File: src/rtl/core/cbca_pkg.sv
// shared types and constants for the cluster box / centroid accumulator
// no dependencies; used by every module under rtl/core
package cbca_pkg;

  localparam int MAX_POINTS_DEF  = 65536;
  localparam int COORD_BITS_DEF  = 20;
  localparam int COUNT_OUT_W     = 17;
  localparam int NUM_AXES        = 3;

  // sequencer states
  typedef enum logic [1:0] {
    ST_ACC    = 2'd0,
    ST_LAUNCH = 2'd1,
    ST_WAIT   = 2'd2,
    ST_OUT    = 2'd3
  } cbca_state_t;

  // axis currently owned by the shared divider
  typedef enum logic [1:0] {
    AX_X = 2'd0,
    AX_Y = 2'd1,
    AX_Z = 2'd2
  } cbca_axis_t;

  // sequencer to datapath controls
  typedef struct packed {
    logic       in_ready;
    logic       acc_clear;
    logic       div_start;
    logic       load_out;
    cbca_axis_t axis;
  } cbca_ctrl_t;

endpackage

File: src/rtl/core/cbca_accum.sv
// per-axis running min, max, sum and saturating point count
// depends on cbca_pkg
module cbca_accum #(
  parameter int COORD_BITS = cbca_pkg::COORD_BITS_DEF,
  parameter int MAX_POINTS = cbca_pkg::MAX_POINTS_DEF,
  parameter int CNT_W      = 17,
  parameter int SUM_W      = 36
) (
  input  logic                         clk,
  input  logic                         rst_n,
  input  logic                         take,
  input  logic                         clear,
  input  logic signed [COORD_BITS-1:0] pt [cbca_pkg::NUM_AXES],
  output logic signed [COORD_BITS-1:0] low [cbca_pkg::NUM_AXES],
  output logic signed [COORD_BITS-1:0] high [cbca_pkg::NUM_AXES],
  output logic signed [SUM_W-1:0]      sum [cbca_pkg::NUM_AXES],
  output logic        [CNT_W-1:0]      count
);
  import cbca_pkg::*;

  localparam logic [COORD_BITS-1:0] CMAX    = {1'b0, {(COORD_BITS-1){1'b1}}};
  localparam logic [COORD_BITS-1:0] CMIN    = {1'b1, {(COORD_BITS-1){1'b0}}};
  localparam logic [CNT_W-1:0]      CNT_LIM = CNT_W'(MAX_POINTS);

  logic signed [COORD_BITS-1:0] low_r [NUM_AXES];
  logic signed [COORD_BITS-1:0] high_r [NUM_AXES];
  logic signed [SUM_W-1:0]      sum_r [NUM_AXES];
  logic        [CNT_W-1:0]      count_r;
  logic                         room;

  assign room = (count_r < CNT_LIM);

  always_ff @(posedge clk) begin
    if (!rst_n || clear) begin
      for (int a = 0; a < NUM_AXES; a++) begin
        low_r[a]  <= CMAX;
        high_r[a] <= CMIN;
        sum_r[a]  <= '0;
      end
      count_r <= '0;
    end else if (take) begin
      for (int a = 0; a < NUM_AXES; a++) begin
        if (pt[a] < low_r[a]) low_r[a] <= pt[a];
        if (pt[a] > high_r[a]) high_r[a] <= pt[a];
        // past the limit only the box keeps growing
        if (room) sum_r[a] <= sum_r[a] + SUM_W'(pt[a]);
      end
      if (room) count_r <= count_r + 1'b1;
    end
  end

  assign low   = low_r;
  assign high  = high_r;
  assign sum   = sum_r;
  assign count = count_r;

endmodule

File: src/rtl/core/cbca_div.sv
// shared restoring divider, one quotient bit per cycle, signed dividend,
// quotient truncated toward zero; depends on cbca_pkg
module cbca_div #(
  parameter int DVD_W = 36,
  parameter int DVS_W = 17,
  parameter int Q_W   = cbca_pkg::COORD_BITS_DEF
) (
  input  logic                    clk,
  input  logic                    rst_n,
  input  logic                    start,
  input  logic signed [DVD_W-1:0] dividend,
  input  logic        [DVS_W-1:0] divisor,
  output logic                    busy,
  output logic                    done,
  output logic signed [Q_W-1:0]   quotient
);
  import cbca_pkg::*;

  localparam int STEP_W = $clog2(DVD_W + 1);

  logic [DVD_W-1:0]  q_r, q_nxt;
  logic [DVS_W-1:0]  rem_r, rem_nxt;
  logic [DVS_W-1:0]  dvs_r;
  logic              neg_r;
  logic [STEP_W-1:0] step_r, step_nxt;
  logic              busy_r, busy_nxt;
  logic              done_r, done_nxt;
  logic [DVS_W:0]    shifted;
  logic [DVS_W:0]    diff;
  logic              ge;
  logic [Q_W-1:0]    qmag;

  assign shifted = {rem_r, q_r[DVD_W-1]};
  assign ge      = (shifted >= {1'b0, dvs_r});
  assign diff    = shifted - {1'b0, dvs_r};

  always_comb begin
    q_nxt    = q_r;
    rem_nxt  = rem_r;
    step_nxt = step_r;
    busy_nxt = busy_r;
    done_nxt = 1'b0;
    if (busy_r) begin
      q_nxt    = {q_r[DVD_W-2:0], ge};
      rem_nxt  = ge ? diff[DVS_W-1:0] : shifted[DVS_W-1:0];
      step_nxt = step_r - 1'b1;
      if (step_r == STEP_W'(1)) begin
        busy_nxt = 1'b0;
        done_nxt = 1'b1;
      end
    end
  end

  always_ff @(posedge clk) begin
    if (!rst_n) begin
      busy_r <= 1'b0;
      done_r <= 1'b0;
      step_r <= '0;
    end else if (start) begin
      busy_r <= 1'b1;
      done_r <= 1'b0;
      step_r <= STEP_W'(DVD_W);
    end else begin
      busy_r <= busy_nxt;
      done_r <= done_nxt;
      step_r <= step_nxt;
    end
  end

  // datapath, no reset
  always_ff @(posedge clk) begin
    if (start) begin
      q_r   <= dividend[DVD_W-1] ? (~dividend + 1'b1) : dividend;
      rem_r <= '0;
      dvs_r <= divisor;
      neg_r <= dividend[DVD_W-1];
    end else begin
      q_r   <= q_nxt;
      rem_r <= rem_nxt;
    end
  end

  assign qmag     = q_r[Q_W-1:0];
  assign quotient = neg_r ? -qmag : qmag;
  assign busy     = busy_r;
  assign done     = done_r;

endmodule

File: src/rtl/core/cbca_ctrl.sv
// sequencer: accumulate, then run the shared divider once per axis,
// then hand the result to the output register; depends on cbca_pkg
module cbca_ctrl (
  input  logic                 clk,
  input  logic                 rst_n,
  input  logic                 last_taken,
  input  logic                 div_done,
  input  logic                 out_free,
  output cbca_pkg::cbca_ctrl_t ctrl
);
  import cbca_pkg::*;

  cbca_state_t state_r, state_nxt;
  cbca_axis_t  axis_r, axis_nxt;

  always_comb begin
    state_nxt = state_r;
    axis_nxt  = axis_r;
    case (state_r)
      ST_ACC: begin
        if (last_taken) begin
          state_nxt = ST_LAUNCH;
          axis_nxt  = AX_X;
        end
      end
      ST_LAUNCH: state_nxt = ST_WAIT;
      ST_WAIT: begin
        if (div_done) begin
          case (axis_r)
            AX_X: begin
              axis_nxt  = AX_Y;
              state_nxt = ST_LAUNCH;
            end
            AX_Y: begin
              axis_nxt  = AX_Z;
              state_nxt = ST_LAUNCH;
            end
            default: state_nxt = ST_OUT;
          endcase
        end
      end
      ST_OUT: begin
        if (out_free) state_nxt = ST_ACC;
      end
      default: state_nxt = ST_ACC;
    endcase
  end

  always_comb begin
    ctrl           = '0;
    ctrl.axis      = axis_r;
    case (state_r)
      ST_ACC:    ctrl.in_ready = 1'b1;
      ST_LAUNCH: ctrl.div_start = 1'b1;
      ST_WAIT:   ctrl.div_start = 1'b0;
      ST_OUT: begin
        ctrl.load_out  = out_free;
        ctrl.acc_clear = out_free;
      end
      default: ctrl.in_ready = 1'b0;
    endcase
  end

  always_ff @(posedge clk) begin
    if (!rst_n) begin
      state_r <= ST_ACC;
      axis_r  <= AX_X;
    end else begin
      state_r <= state_nxt;
      axis_r  <= axis_nxt;
    end
  end

endmodule

File: src/rtl/core/cluster_box_centroid_accumulator.sv
// top level of the cluster box / centroid accumulator
// depends on cbca_pkg, cbca_accum, cbca_div, cbca_ctrl
//
// usage: points of one cluster arrive on the in_ channel, one transaction
//   per point, one per cycle while in_tready is high; min, max, sum and count
//   update as they arrive. in_tuser is has_point (0 for a closing transaction
//   without a point) and in_tlast closes the cluster. each closing transaction
//   yields exactly one out_ transaction with box center, size, centroid, floor
//   height and count; out_tuser flags an empty cluster, other fields zero.
// throughput: non-closing points are taken one per cycle. after the
//   closing transaction in_tready drops while one shared serial divider forms
//   the three centroids, one quotient bit per cycle, with SUM_W =
//   COORD_BITS + clog2(MAX_POINTS); the output register is then loaded once free.
// stalls: the result sits in an output register and the block goes on taking
//   points of the next cluster while it waits; a further closing transaction
//   waits in the sequencer, in_tready low, until out_tready frees the register.
// reset: synchronous active-low rst_n empties the accumulators and the output.
// count saturation: beyond MAX_POINTS points the box still grows while sums
//   and count hold.
module cluster_box_centroid_accumulator #(
  parameter int MAX_POINTS = cbca_pkg::MAX_POINTS_DEF,
  parameter int COORD_BITS = cbca_pkg::COORD_BITS_DEF,
  localparam int IN_W  = ((3 * COORD_BITS + 7) / 8) * 8,
  localparam int OUT_W = ((10 * COORD_BITS + cbca_pkg::COUNT_OUT_W + 7) / 8) * 8
) (
  input  logic             clk,
  input  logic             rst_n,
  input  logic             in_tvalid,
  output logic             in_tready,
  // point_x, point_y, point_z
  input  logic [IN_W-1:0]  in_tdata,
  // has_point
  input  logic             in_tuser,
  // last_point
  input  logic             in_tlast,
  output logic             out_tvalid,
  input  logic             out_tready,
  // center_x, center_y, center_z, size_x, size_y, size_z,
  // centroid_x, centroid_y, centroid_z, floor_z, point_count, zero fill
  output logic [OUT_W-1:0] out_tdata,
  // no_points
  output logic             out_tuser
);
  import cbca_pkg::*;

  localparam int C     = COORD_BITS;
  localparam int CNT_W = $clog2(MAX_POINTS + 1);
  localparam int SUM_W = COORD_BITS + $clog2(MAX_POINTS);

  cbca_ctrl_t ctrl;

  logic                take;
  logic                last_taken;
  logic                out_free;
  logic signed [C-1:0] pt [NUM_AXES];
  logic signed [C-1:0] low [NUM_AXES];
  logic signed [C-1:0] high [NUM_AXES];
  logic signed [SUM_W-1:0] sum [NUM_AXES];
  logic [CNT_W-1:0]    count;

  logic signed [SUM_W-1:0] div_dvd;
  logic                div_busy;
  logic                div_done;
  logic signed [C-1:0] div_q;

  // centroid quotients held until the output register is free
  logic signed [C-1:0] cent_r [NUM_AXES];

  logic [OUT_W-1:0] out_tdata_r, out_tdata_nxt;
  logic             out_tuser_r;
  logic             out_tvalid_r;
  logic [C:0]       mid [NUM_AXES];
  logic [C-1:0]     ext [NUM_AXES];
  logic             empty;

  assign in_tready  = ctrl.in_ready;
  assign take       = in_tvalid && ctrl.in_ready && in_tuser;
  assign last_taken = in_tvalid && ctrl.in_ready && in_tlast;
  assign out_free   = !out_tvalid_r || out_tready;

  assign pt[0] = in_tdata[C-1:0];
  assign pt[1] = in_tdata[2*C-1:C];
  assign pt[2] = in_tdata[3*C-1:2*C];

  cbca_ctrl u_ctrl (
    .clk        (clk),
    .rst_n      (rst_n),
    .last_taken (last_taken),
    .div_done   (div_done),
    .out_free   (out_free),
    .ctrl       (ctrl)
  );

  cbca_accum #(
    .COORD_BITS (COORD_BITS),
    .MAX_POINTS (MAX_POINTS),
    .CNT_W      (CNT_W),
    .SUM_W      (SUM_W)
  ) u_accum (
    .clk   (clk),
    .rst_n (rst_n),
    .take  (take),
    .clear (ctrl.acc_clear),
    .pt    (pt),
    .low   (low),
    .high  (high),
    .sum   (sum),
    .count (count)
  );

  // the divider's dividend follows the axis the sequencer is on
  always_comb begin
    case (ctrl.axis)
      AX_X:    div_dvd = sum[0];
      AX_Y:    div_dvd = sum[1];
      AX_Z:    div_dvd = sum[2];
      default: div_dvd = sum[0];
    endcase
  end

  cbca_div #(
    .DVD_W (SUM_W),
    .DVS_W (CNT_W),
    .Q_W   (C)
  ) u_div (
    .clk      (clk),
    .rst_n    (rst_n),
    .start    (ctrl.div_start),
    .dividend (div_dvd),
    .divisor  (count),
    .busy     (div_busy),
    .done     (div_done),
    .quotient (div_q)
  );

  always_ff @(posedge clk) begin
    if (div_done) begin
      case (ctrl.axis)
        AX_X:    cent_r[0] <= div_q;
        AX_Y:    cent_r[1] <= div_q;
        AX_Z:    cent_r[2] <= div_q;
        default: cent_r[0] <= div_q;
      endcase
    end
  end

  // box center is floor((min + max) / 2), one bit wider before the shift
  always_comb begin
    for (int a = 0; a < NUM_AXES; a++) begin
      mid[a] = {low[a][C-1], low[a]} + {high[a][C-1], high[a]};
      ext[a] = high[a] - low[a];
    end
  end

  assign empty = (count == '0);

  always_comb begin
    out_tdata_nxt = '0;
    if (!empty) begin
      for (int a = 0; a < NUM_AXES; a++) begin
        out_tdata_nxt[a*C +: C]       = mid[a][C:1];
        out_tdata_nxt[(a+3)*C +: C]   = ext[a];
        out_tdata_nxt[(a+6)*C +: C]   = cent_r[a];
      end
      out_tdata_nxt[9*C +: C]           = low[2];
      out_tdata_nxt[10*C +: COUNT_OUT_W] = COUNT_OUT_W'(count);
    end
  end

  always_ff @(posedge clk) begin
    if (!rst_n) begin
      out_tvalid_r <= 1'b0;
    end else if (ctrl.load_out) begin
      out_tvalid_r <= 1'b1;
    end else if (out_tready) begin
      out_tvalid_r <= 1'b0;
    end
  end

  always_ff @(posedge clk) begin
    if (ctrl.load_out) begin
      out_tdata_r <= out_tdata_nxt;
      out_tuser_r <= empty;
    end
  end

  assign out_tvalid = out_tvalid_r;
  assign out_tdata  = out_tdata_r;
  assign out_tuser  = out_tuser_r;

  // a closing transaction hands the block to the divider
  a_close_stalls: assert property (@(posedge clk) disable iff (!rst_n)
    last_taken |=> !in_tready)
    else $error("input still ready after closing transaction");

  // never overwrite a result that has not been taken
  a_no_overwrite: assert property (@(posedge clk) disable iff (!rst_n)
    ctrl.load_out |-> (!out_tvalid_r || out_tready))
    else $error("output register overwritten");

  // the divider is only restarted once idle
  a_div_idle: assert property (@(posedge clk) disable iff (!rst_n)
    ctrl.div_start |-> !div_busy)
    else $error("divider restarted while busy");

  // an empty cluster reports all-zero fields
  a_empty_zero: assert property (@(posedge clk) disable iff (!rst_n)
    (out_tvalid && out_tuser) |-> (out_tdata == '0))
    else $error("empty cluster with nonzero fields");

endmodule
File: config.mk
export PLATFORM = sky130hd
export DESIGN_NAME = cluster_box_centroid_accumulator
export DESIGN_NICKNAME = d
export VERILOG_FILES = /design/src/rtl/core/cbca_pkg.sv /design/src/rtl/core/cbca_accum.sv /design/src/rtl/core/cbca_div.sv /design/src/rtl/core/cbca_ctrl.sv /design/src/rtl/core/cluster_box_centroid_accumulator.sv
export SDC_FILE = /design/constraint.sdc
export NUM_CORES = 2
export LEC_CHECK = 0
export BUFFER_PORTS_ARGS = -buffer_cell sky130_fd_sc_hd__buf_4
export CORE_MARGIN = 3
export CORE_UTILIZATION = 55
export DETAILED_ROUTE_END_ITERATION = 10
export PLACE_DENSITY = 0.71
export REMOVE_ABC_BUFFERS = 1
export SLEW_MARGIN = 30
export SYNTH_ARGS = -nofsm -noshare
export SYNTH_HDL_FRONTEND = slang
export SYNTH_SLANG_ARGS = --single-unit
File: constraint.sdc
create_clock -name clk -period 16.5 [get_ports clk]
set_input_delay 3.3 -clock clk [delete_from_list [all_inputs] [get_ports clk]]
set_output_delay 3.3 -clock clk [all_outputs]
set_load 0.02 [all_outputs]
# Word-level counts from Yosys, hierarchy flattened
# Memories as Yosys holds them, arrays and structs flattened. A register that Yosys moved wholly into a read port is not among the register bits.
# Index checks and enable logic that the tools add are counted.
[op_classes]
add_sub_neg = 14
mux = 45
reduce_logical = 28
n_eq_ne = 10
order_cmp = 8
bitwise_logic = 4
[op_table]
columns = ["op", "n"]
rows = [
  ["36-bit by 20-bit adder with 36-bit output", 3],
  ["36-bit two-way mux", 3],
  ["20-bit two-way mux", 4],
  ["36-bit case mux with 2 select lines", 1],
  ["20-bit by 20-bit adder with 21-bit output", 3],
  ["20-bit > comparator", 3],
  ["20-bit less-than comparator", 3],
  ["20-bit subtractor", 3],
  ["20-bit OR reduction", 2],
  ["36-bit by 1-bit adder with 36-bit output, second input constant", 1],
  ["36-bit inverter", 1],
  ["1-bit two-way mux", 23],
  ["20-bit negator", 1],
  ["18-bit by 17-bit greater-or-equal comparator with 1-bit output", 1],
  ["17-bit by 1-bit adder with 17-bit output, second input constant", 1],
  ["17-bit zero test", 1],
  ["17-bit less-than comparator, second input constant", 1],
  ["17-bit two-way mux", 1],
  ["17-bit subtractor", 1],
  ["2-bit two-way mux", 8],
  ["2-bit AND reduction", 7],
  ["6-bit two-way mux", 2],
  ["2-bit case mux with 2 select lines", 2],
  ["2-bit case mux with 4 select lines", 1],
  ["other kinds (18)", 32],
]
[totals]
ramBits = 60
ff_bits = 547
wordCells = 133
out_inout_bits = 227
input_bits = 70
n_memories = 1
[memory_table]
columns = ["memory", "depth", "width", "rd", "rd_ports_with_merged_regs", "wr", "line_no", "rtl"]
rows = [
  ["cent_r", 3, 20, 3, 3, 1, "cluster_box_centroid_accumulator.sv:67", "logic signed [C-1:0] cent_r [NUM_AXES];"],
]

# Longest topological paths before layout
[logic_depth]
ltp_word = 8
depth_mapped = 15
depth_no_buf = 14

# Modules after synthesis
# From an unflattened synthesis, not the netlist that was laid out.
[unflattened]
cells_unflattened = 4130
hier_area_um2 = 38180.4
[by_module_without_submodules]
columns = ["mod", "cells_each", "instances", "area_each_um2", "seq_area_each_um2"]
rows = [
  ["cbca_accum", 2020, 1, 16563.4, 4904.7],
  ["cluster_box_centroid_accumulator", 1527, 1, 16313.1, 8368.0],
  ["cbca_div", 553, 1, 5061.1, 2122.0],
  ["cbca_ctrl", 30, 1, 242.7, 80.1],
]

# Worst setup path after synthesis
# Ideal clock, no wire load.
[synth_timing]
path_kind = "input to register"
from = "in out_tready"
to = "reg out_tdata_r[0] (netlist: out_tdata[0]), enable pin"
required_time_ns = 15.931
setup_ns = 0.569
stages = 3
arrival_time_ns = 7.765
path_buffers = 0
path_slack_ns = 8.166
cell_sequence = "nand2b_1 nand3_1 inv_1"
[synth_lines]
columns = ["element", "line_no", "rtl"]
rows = [
  ["start: declaration", "cluster_box_centroid_accumulator.sv:37", "input logic out_tready,"],
  ["end signal: assignment", "cluster_box_centroid_accumulator.sv:182", "out_tdata_r <= out_tdata_nxt;"],
  ["end: declaration", "cluster_box_centroid_accumulator.sv:69", "logic [OUT_W-1:0] out_tdata_r, out_tdata_nxt;"],
]

# Worst setup path in the final report
[layout_timing]
from = "in in_tdata[40]"
to = "reg u_accum.sum_r, in the netlist u_accum.sum[34]"
[layout_between]
elab_chain_cells = 1
[layout_lines]
columns = ["element", "line_no", "rtl"]
rows = [
  ["start: declaration", "cluster_box_centroid_accumulator.sv:31", "input logic [IN_W-1:0] in_tdata,"],
  ["36-bit by 20-bit adder with 36-bit output", "cbca_accum.sv:46", "if (room) sum_r[a] <= sum_r[a] + SUM_W'(pt[a]);"],
  ["end signal: indexed assignment", "cbca_accum.sv:46", ""],
  ["end: declaration", "cbca_accum.sv:27", "logic signed [SUM_W-1:0] sum_r [NUM_AXES];"],
]
# No other way between the ends.
# A chain may end at the register's enable or synchronous reset.

==> flow_metrics.env <==
export IMPL_crit_type="input pin to flop"
export IMPL_synth_flop_cell="edfxtp_1"
export IMPL_drc=0
export IMPL_io_buffers=285
export IMPL_rows=94
export IMPL_synth_seq_cells=607
export IMPL_worstRegToRegCells=12
export IMPL_postCtsSetupBuffers=0
export IMPL_coreArea_um2=66450
export IMPL_grt_usage_pct=24.97
export IMPL_dieArea_um2=70920
export IMPL_grt_pass1_wl_um=144800
export IMPL_holdCritStartpoint="u_accum.sum[96]$_SDFFE_PP0P_"
export IMPL_setup_tns_final_ns=0
export IMPL_post_route_util_pct=63.35
export IMPL_intPower_mw=2.895
export IMPL_clkSinkCount=607
export IMPL_synth_edf_count=332
export IMPL_yosysUniqueCellTypes=99
export IMPL_path_clk_slew_ns=0.05
export IMPL_grt_pass1_vias=27550
export IMPL_post_cts_resized=0
export IMPL_leakagePower_nw=17.78
export IMPL_crit_chain="buf_4 -> ha_1 -> fa_1 -> a211oi_1 -> o21ai_0 -> a21o_1 -> o31ai_1 -> a21oi_1 -> o21ai_0 -> a21oi_1 -> o21ai_0 -> nand3_1 -> a32o_1"
export IMPL_ys_seq_area_share_pct=41.52
export IMPL_vias_per_cell=5.750
export IMPL_crit_start="in_tdata[40]"
export IMPL_place_area_um2=39900
export IMPL_power_density_nw_per_um2=97.97
export IMPL_die_w_um=266.3
export IMPL_cp_required_ns=17.01
export IMPL_relSlewSlack_pct=35.76
export IMPL_areaGrowthSynthToFinish_pct=12.96
export IMPL_finalMaxSlewViolations=0
export IMPL_cts_root_buf="clkbuf_16"
export IMPL_crit_fanout=4
export IMPL_fmax_ghz=0.1622
export IMPL_hold_viol=0
export IMPL_timing_max_cap_violations=0
export IMPL_ios=297
export IMPL_synth_top_area_share_pct=26.75
export IMPL_place_hpwl_um=64900
export IMPL_overflow=0
export IMPL_synth_top_area_cell="edfxtp_1"
export IMPL_hold_buffers=0
export IMPL_min_period_over_period_pct=37.36
export IMPL_place_congestion=0.9276
export IMPL_arrival_ns=6.67
export IMPL_final_antenna_net_count=0
export IMPL_power_share_combinational_pct=22.0
export IMPL_synth_cells=3994
export IMPL_slowest_delay_ns=0.44
export IMPL_rr_startpoint="u_ctrl.axis_r[1]$_SDFFE_PN0P_"
export IMPL_yosysWarningCount=0
export IMPL_initial_core_util_pct=56.08
export IMPL_design_area_um2=42100
export IMPL_grt_max_degree=105
export IMPL_cp_start_kind="input pin"
export IMPL_min_period_ns=6.164
export IMPL_netlist_area_um2=37270
export IMPL_drt_wl_total_um=90030
export IMPL_cts_tree="done"
export IMPL_final_common_cell="ha_1"
export IMPL_hold_class="flop to flop"
export IMPL_htree_num_levels=3
export IMPL_status="finished clean"
export IMPL_setup_viol=0
export IMPL_antenna_found_initial=4
export IMPL_async_flop_share_pct=0
export IMPL_cts_buffer_depth=3
export IMPL_vias=29320
export IMPL_numCtsBuffers=69
export IMPL_synth_area_leaders="edfxtp_1 27%, dfxtp_1 15%, ha_1 12%"
export IMPL_nets=4622
export IMPL_avgSynthCellArea_um2=9.331
export IMPL_drive_gt1_share_pct=11.32
export IMPL_wl_per_cell_um=17.66
export IMPL_cpMostUsedCell="o21ai_0"
export IMPL_crit_slowest_cell="fa_1"
export IMPL_tightest_slew_ns=0.9636
export IMPL_p_sw_mw=1.229
export IMPL_fin_skew_ns=0.02306
export IMPL_pwr_share_seq_pct=41.9
export IMPL_setup_worst_path_end_class="flop"
export IMPL_switching_share_pct=29.80
export IMPL_hold_depth=2
export IMPL_clk_latency_ns=0.62
export IMPL_first_iter_violations=2164
export IMPL_most_common_layout_cells="365 x ha_1, 355 x nand2_1, 338 x nor2_1"
export IMPL_dr_pass1_iters=7
export IMPL_fp_dieH_um=266.3
export IMPL_ir_worst_vdd_v=0.00006431
export IMPL_rsz0062_at_grt="false"
export IMPL_p_clk_share_pct=36.2
==> path summary, 6_finish.rpt <==
path                                  endpoint  slack [ns]
setup / recovery  u_accum.sum[34]$_SDFFE_PP0P_       10.34
setup reg to reg       u_div.q_r[30]$_DFFE_PP_       12.35
hold / removal    u_accum.sum[96]$_SDFFE_PP0P_        0.47
hold reg to reg   u_accum.sum[96]$_SDFFE_PP0P_        0.47
==> worst max-delay path, delay by kind of cell <==
family | cells | cell delay (ns)
AO/OA/AOI/OAI | 9 | 2.45
adder cells (fa/ha/maj) | 2 | 0.67
buffers and inverters | 1 | 0.12
AND/OR/NAND/NOR | 1 | 0.12
==> cells in the mapped netlist (all sizes together), types with 85 or more instances <==
master	n
ha	366
nor3	85
edfxtp	332
nand3	95
xnor2	165
nand2	356
a21o	120
a21oi	316
inv	227
nor2	340
clkbuf	164
o21ai	231
dfxtp	275
==> metal layers <==
layer,vias up,track usage (%),wire length (µm)
li1,14730,-,-
met1,13810,34.93,42740
met2,645,40.51,40830
met3,137,3.029,4083
met4,2,8.121,2357
met5,-,0,12
==> cell families (layout without fill, tap and decap cells) <==
logic type | after synthesis | after routing | share of synthesized area [%]
compound gates | 1057 | 1057 | 17.88
buf+inv | 434 | 665 | 4.657
xor+xnor | 242 | 242 | 5.687
fa+ha+maj | 376 | 376 | 12.82
simple gates | 1214 | 1214 | 15.56
other cells | 1 | 10 | 0.01006
mux | 63 | 63 | 1.860
flops | 607 | 607 | 41.52
==> metrics by stage <==
stage / power (mW) / instances / setup WS, ns / hold WS, ns
2_1_floorplan: 2.437 / 3793 / 7.841 / 0.4431
3_3_place_gp: 2.637 / 4969 / 9.818 / 0.4580
3_5_place_dp: 2.652 / 4969 / 9.844 / 0.4641
4_1_cts: 4.148 / 5095 / 10.47 / 0.4701
5_1_grt: 4.333 / 5098 / 10.22 / 0.4979
6_report: 4.124 / 5098 / 10.34 / 0.4675
==> power by group through the flow <==
stage               logic (mW)  clock network (mW)  registers, mW
CTS                      0.902                1.52           1.73
global placement         0.880                   0           1.76
detailed placement       0.894                   0           1.76
floorplan                0.693                   0           1.74
global route              1.02                1.58           1.73
finish                   0.906                1.49           1.73
==> state kept, by name, indices dropped and copies added (netlist names), 6 cells and up <==
signal         count
u_div.q_r         36
out_tdata        217
u_div.rem_r       17
cent_r            60
u_accum.high      60
u_accum.count     17
u_div.step_r       6
u_div.dvs_r       17
u_accum.low       60
u_accum.sum      108
==> cell type report <==
class,instances,area [µm²]
Tap cell,864,1081
Antenna cell,3,7.507
Multi-Input combinational cell,2959,20140
Clock inverter,32,270.3
Clock buffer,94,1916
Inverter,227,862.1
Fill cell,5532,24350
Sequential cell,607,15470
Timing Repair Buffer,312,2346
(Power assumes the default switching activity.)
